==> src/hw/rtl/lwpd_ram.sv <==
module lwpd_ram #(
    parameter int WIDTH = 32,
    parameter int DEPTH = 64
) (
    input  logic                     clk,
    input  logic                     we,
    input  logic [$clog2(DEPTH)-1:0] waddr,
    input  logic [WIDTH-1:0]         wdata,
    input  logic [$clog2(DEPTH)-1:0] raddr,
    output logic [WIDTH-1:0]         rdata
);

    logic [WIDTH-1:0] mem [DEPTH];

    always_ff @(posedge clk)
    begin
        if (we)
        begin
            mem[waddr] <= wdata;
        end
        rdata <= mem[raddr];
    end

endmodule

==> config.mk <==
export PLATFORM = sky130hd
export DESIGN_NAME = lwpd_ram
export DESIGN_NICKNAME = d
export VERILOG_FILES = /design/src/hw/rtl/lwpd_ram.sv
export SDC_FILE = /design/constraint.sdc
export NUM_CORES = 2
export LEC_CHECK = 0
export BUFFER_PORTS_ARGS = -buffer_cell sky130_fd_sc_hd__clkbuf_2
export CAP_MARGIN = 0
export CORE_ASPECT_RATIO = 0.7
export CORE_MARGIN = 4
export CORE_UTILIZATION = 55
export CTS_BUF_LIST = sky130_fd_sc_hd__clkbuf_4 sky130_fd_sc_hd__clkbuf_8
export DETAILED_ROUTE_END_ITERATION = 8
export PLACE_DENSITY = 0.68
export SLEW_MARGIN = 10
export SYNTH_ARGS = -nofsm -noshare
export SYNTH_HDL_FRONTEND = slang
export SYNTH_SLANG_ARGS = --single-unit
==> constraint.sdc <==
create_clock -name clk -period 4.3 [get_ports clk]
set_input_delay 0.215 -clock clk [delete_from_list [all_inputs] [get_ports clk]]
set_output_delay 0.215 -clock clk [all_outputs]
set_load 0.1 [all_outputs]
Yosys cells after proc, flatten, opt, wreduce, memory -nomap -nowiden
Memory sizes are Yosys's and may differ from the RTL's. A register that Yosys moved wholly into a read port is not among the register bits.
Cells that the tools add are included.
{"block": "classes", "mul": 0, "add_sub_neg": 0, "n_reduce_logical": 0, "magnitude_cmp": 0, "shifts": 0, "bitwise": 0, "eq_ne": 0, "n_div": 0, "mux": 2}
{"cell": "two-way mux 1 bit", "n": 2}
{"block": "word_totals", "output_inout_bits": 32, "ramBits": 2048, "register_bits": 0, "memories": 1, "latch_bits": 0, "mem_bits_ro": 0, "wordCells": 3}
{"memory": "mem", "depth": 64, "width": 32, "rd": 1, "rd_clocked_by_memory_dff": 1, "wr": 1, "line": "13", "source": "logic [WIDTH-1:0] mem [DEPTH];"}

Depth between registers and ports, before layout
{"block": "logic_depth", "depth_word": 2, "ltp_mapped": 10}

Worst setup path before layout
OpenSTA, ideal clock, no wires.
{"block": "synth_path", "path_kind": "in2reg", "start": "input waddr[3]", "end": "memory mem[48][0], enable pin", "setup_time_ps": 461, "arrival_time_ps": 2914, "n_path_buf": 1, "slack_ps": 925, "cell_stages": 4, "cell_sequence": "clkbuf_1 nor2b_1 nand4b_1 nor3_1"}
{"element": "start: declaration", "line": "7", "source": "input logic [$clog2(DEPTH)-1:0] waddr,"}
{"element": "end: declaration", "line": "13"}
Straight into the memory's write port.

Worst setup path in the final report
{"block": "layout_path", "start": "input we", "end": "memory mem[6][22], enable pin"}
{"block": "layout_between", "elab_chain_cells": 2}
{"element": "start: declaration", "line": "6", "source": "input logic we,"}
{"element": "two-way mux 1 bit", "line": "17", "source": "if (we)"}
{"element": "two-way mux 1 bit (not written as such)", "line": "19", "source": "mem[waddr] <= wdata;"}
No other way between the ends.

==> run_results.csv <==
group,metric,value,unit
outcome,status,"finished clean",
worst_setup_path,slowest_delay,1.15,ns
worst_setup_path,rr_worst_depth,5,
worst_setup_path,crit_chain,"dlygate4sd3_1, clkbuf_2, nor2b_1, nand3_1, nor2_4, buf_4",
routing,drt_iter0_drc,7063,
synth,synth_edf_count,2048,
synth,ys_types,34,
sta,slew_viol_final,0,
global_route,grt_first_pass_wirelength,291300,um
sta,setup_tns,0,ns
routing,vias_per_cell,6.680,
layout,final_area,0.08889,sq mm
worst_hold_path,whs_path_depth,3,
routing,drt_wl_total,206400,um
clock_network,htree_levels,5,
layout,drive_gt1_frac,0.3386,
routing,avgRoutedWirePerCell,35.23,um
synth,netlist.area_leader.share,0.7833,
layout,areaGrowthSynthToFinish,13.22,%
synth,synthTopCellsByArea,"edfxtp_1 (78%), mux4_2 (16%), mux2i_1 (1.2%)",
worst_setup_path,cp-start-kind,"input pin",
synth,synthCells,3324,
worst_setup_path,worstPathRequired,4.98,ns
worst_setup_path,worstSetupPathType,"in -> reg",
clock_network,ctsResizeCount,0,
synth,synth_top_cell_by_area,"edfxtp_1",
sta,finalHoldViolCount,0,
sta,fin_crit,2.764,ns
floorplan,die_y,324.1,um
sta,rsz0062_at_grt,"false",
power_and_ir_drop,internal_power,31.62,mW
sta,finalCritPeriodShare,0.6427,
worst_setup_path,cp-end-kind,"flip-flop",
power_and_ir_drop,clkPwrFrac,0.384,
synth,syn_area,0.07852,sq mm
routing,drc,0,
worst_setup_path,arrival,3.45,ns
power_and_ir_drop,netSwitchingFraction,0.2231,
worst_setup_path,critPathBufInv,3,
power_and_ir_drop,power_density,457.9,mW/mm^2
power_and_ir_drop,fin_total_pwr,40.70,mW
power_and_ir_drop,vdd_drop_max,0.0003905,V
layout,layout_commonest_cell,"edfxtp_1",
global_route,grt_max_degree,86,
synth,syn_area_per_cell,23.62,sq um
synth,yosysSeqAreaShare,0.7914,
worst_setup_path,critical_path.top_delay_family,"simple AND/OR/NAND/NOR gates",
sta,finalSetupViolations,0,
synth,synth_ff_type,"edfxtp_1",
floorplan,die_width,459.6,um
place,place_congestion,0.8449,
layout,nFillCells,9196,
power_and_ir_drop,p_switching,9.082,mW
power_and_ir_drop,seqPwrFrac,0.554,
routing,vias,39133,
clock_network,clkSinkCount,2080,
worst_hold_path,hold_path_class,"in -> reg",
sta,fmax,361.8,MHz
clock_network,path_clk_slew,0.07,ns
worst_setup_path,crit_fanout,24,
floorplan,fp.dieArea,0.1490,sq mm
place,dp_hpwl,120800,um
layout,most-common-layout-cells,"edfxtp_1 (2048), mux4_2 (544), clkbuf_8 (337)",
power_and_ir_drop,power_frac_comb,0.061,
clock_network,worst_skew_pair.late_latency,1.02,ns
synth,ys_warn_count,0,
sta,fin_hold_ws,0.2018,ns
worst_setup_path,slowest_stage,"nor2_4",
synth,synth-seq-cells,2080,
place,placed_area,0.08254,sq mm
power_and_ir_drop,p_leak,28.04,nW
routing,ant_nets,0,
floorplan,pin_count,78,
synth,synthArstFlopShare,0,
global_route,antenna_found_initial,14,
global_route,grtUsageTotal,0.2816,
floorplan,rows,115,
flow_run,cap_violations,0,
clock_network,root_buffer,"clkbuf_8",
sta,worstMarginPinSlew,1.151,ns
clock_network,cts-buffers-inserted,312,
sta,relSlewSlack,0.2310,
global_route,overflow,0,
global_route,grt_pass1_vias,38984,
synth,synth_nets,3370,
clock_network,cts_tree,"built",
worst_setup_path,critical_path_cell_count,6,
floorplan,core-area,0.1412,sq mm
sta,finClkSkew,0.05670,ns
place,portBuffers,77,
routing,drt_first_pass_iters,5,
clock_network,cts_buffer_depth,4,
layout,nNetsFinal,3811,
floorplan,initial_core_util,0.5562,
timing repair:
action,in CTS,in global routing
buffers inserted,0,0
endpoints found under the hold margin,1877,0
hold buffers,41,0
Yosys cell counts (3+ instances only):
| cell type | number |
|---|---|
| nor2b_1 | 15 |
| a41o_1 | 4 |
| mux4_2 | 544 |
| nand3_1 | 5 |
| a22oi_1 | 12 |
| a21oi_1 | 62 |
| dfxtp_1 | 32 |
| nor3_1 | 7 |
| o32ai_1 | 4 |
| mux2i_1 | 93 |
| o221ai_1 | 27 |
| buf_6 | 5 |
| nand2b_1 | 8 |
| clkbuf_1 | 74 |
| a311oi_1 | 8 |
| edfxtp_1 | 2048 |
| o22ai_1 | 84 |
| and3_1 | 4 |
| buf_1 | 21 |
| buf_4 | 25 |
| nand2_1 | 26 |
| or3b_2 | 3 |
| nor2_1 | 137 |
| or3_1 | 3 |
| buf_2 | 57 |
| nand3b_1 | 5 |
metal layers:
metal / track usage / vias up / wire length (um)
met1: 0.4321 / 20646 / 80220
met4: 0.09711 / 2 / 6744
met5: 0 / - / 11
met3: 0.07160 / 374 / 28350
met2: 0.4007 / 2944 / 91050
li1: - / 15167 / -
tightest hold or removal path, delay by kind of cell:
family,cells,cell delay [ns]
buf+inv,1,0.21
simple gates,2,0.59
power groups by stage:
stage	Clock, mW	Sequential (mW)	Combinational, mW
4_1_cts	15.8	22.6	2.48
2_1_floorplan	0	23.2	1.09
3_5_place_dp	0	23.0	2.45
6_report	15.6	22.6	2.50
3_3_place_gp	0	23.0	2.40
5_1_grt	16.8	22.6	2.60
per-stage QoR:
| step | instances | util | worst slack (ns) |
|---|---|---|---|
| 6_report | 5858 | 0.6298 | 1.536 |
| 3_3_place_gp | 5282 | 0.5847 | 0.8763 |
| 4_1_cts | 5850 | 0.6296 | 1.753 |
| 3_5_place_dp | 5282 | 0.5847 | 0.8213 |
| 5_1_grt | 5855 | 0.6297 | 1.465 |
| 2_1_floorplan | 3324 | - | 0.9252 |
registers in the layout, indices dropped and copies added (netlist names):
register and flops:
rdata 32, mem 2048
cell families after synthesis:
family          after synthesis  synth area share
buf+inv                     182           0.01128
mux                         637            0.1679
simple gates                223           0.01265
compound gates              202           0.01673
flops                      2080            0.7914
final timing paths:
| check | from | end | slack [ns] |
|---|---|---|---|
| worst min register to register | mem[28][4] | rdata[4] | 0.76 |
| worst min-delay path | waddr[4] | mem[50][18] | 0.20 |
| worst max register to register | mem[48][25] | rdata[25] | 1.98 |
| worst max-delay path | we | mem[6][22] | 1.54 |
final cells by class:
cell class / count / area [sq um] / area share
Tap cell: 1872 / 2342 / 0.02635
Antenna cell: 8 / 20.02 / 0.0002252
Clock inverter: 92 / 543.0 / 0.006109
Timing Repair Buffer: 309 / 2500 / 0.02812
Sequential cell: 2080 / 62140 / 0.6990
Clock buffer: 435 / 5374 / 0.06045
Multi-Input combinational cell: 1062 / 15970 / 0.1797
No activity file was read; power rests on OpenSTA's default activity.
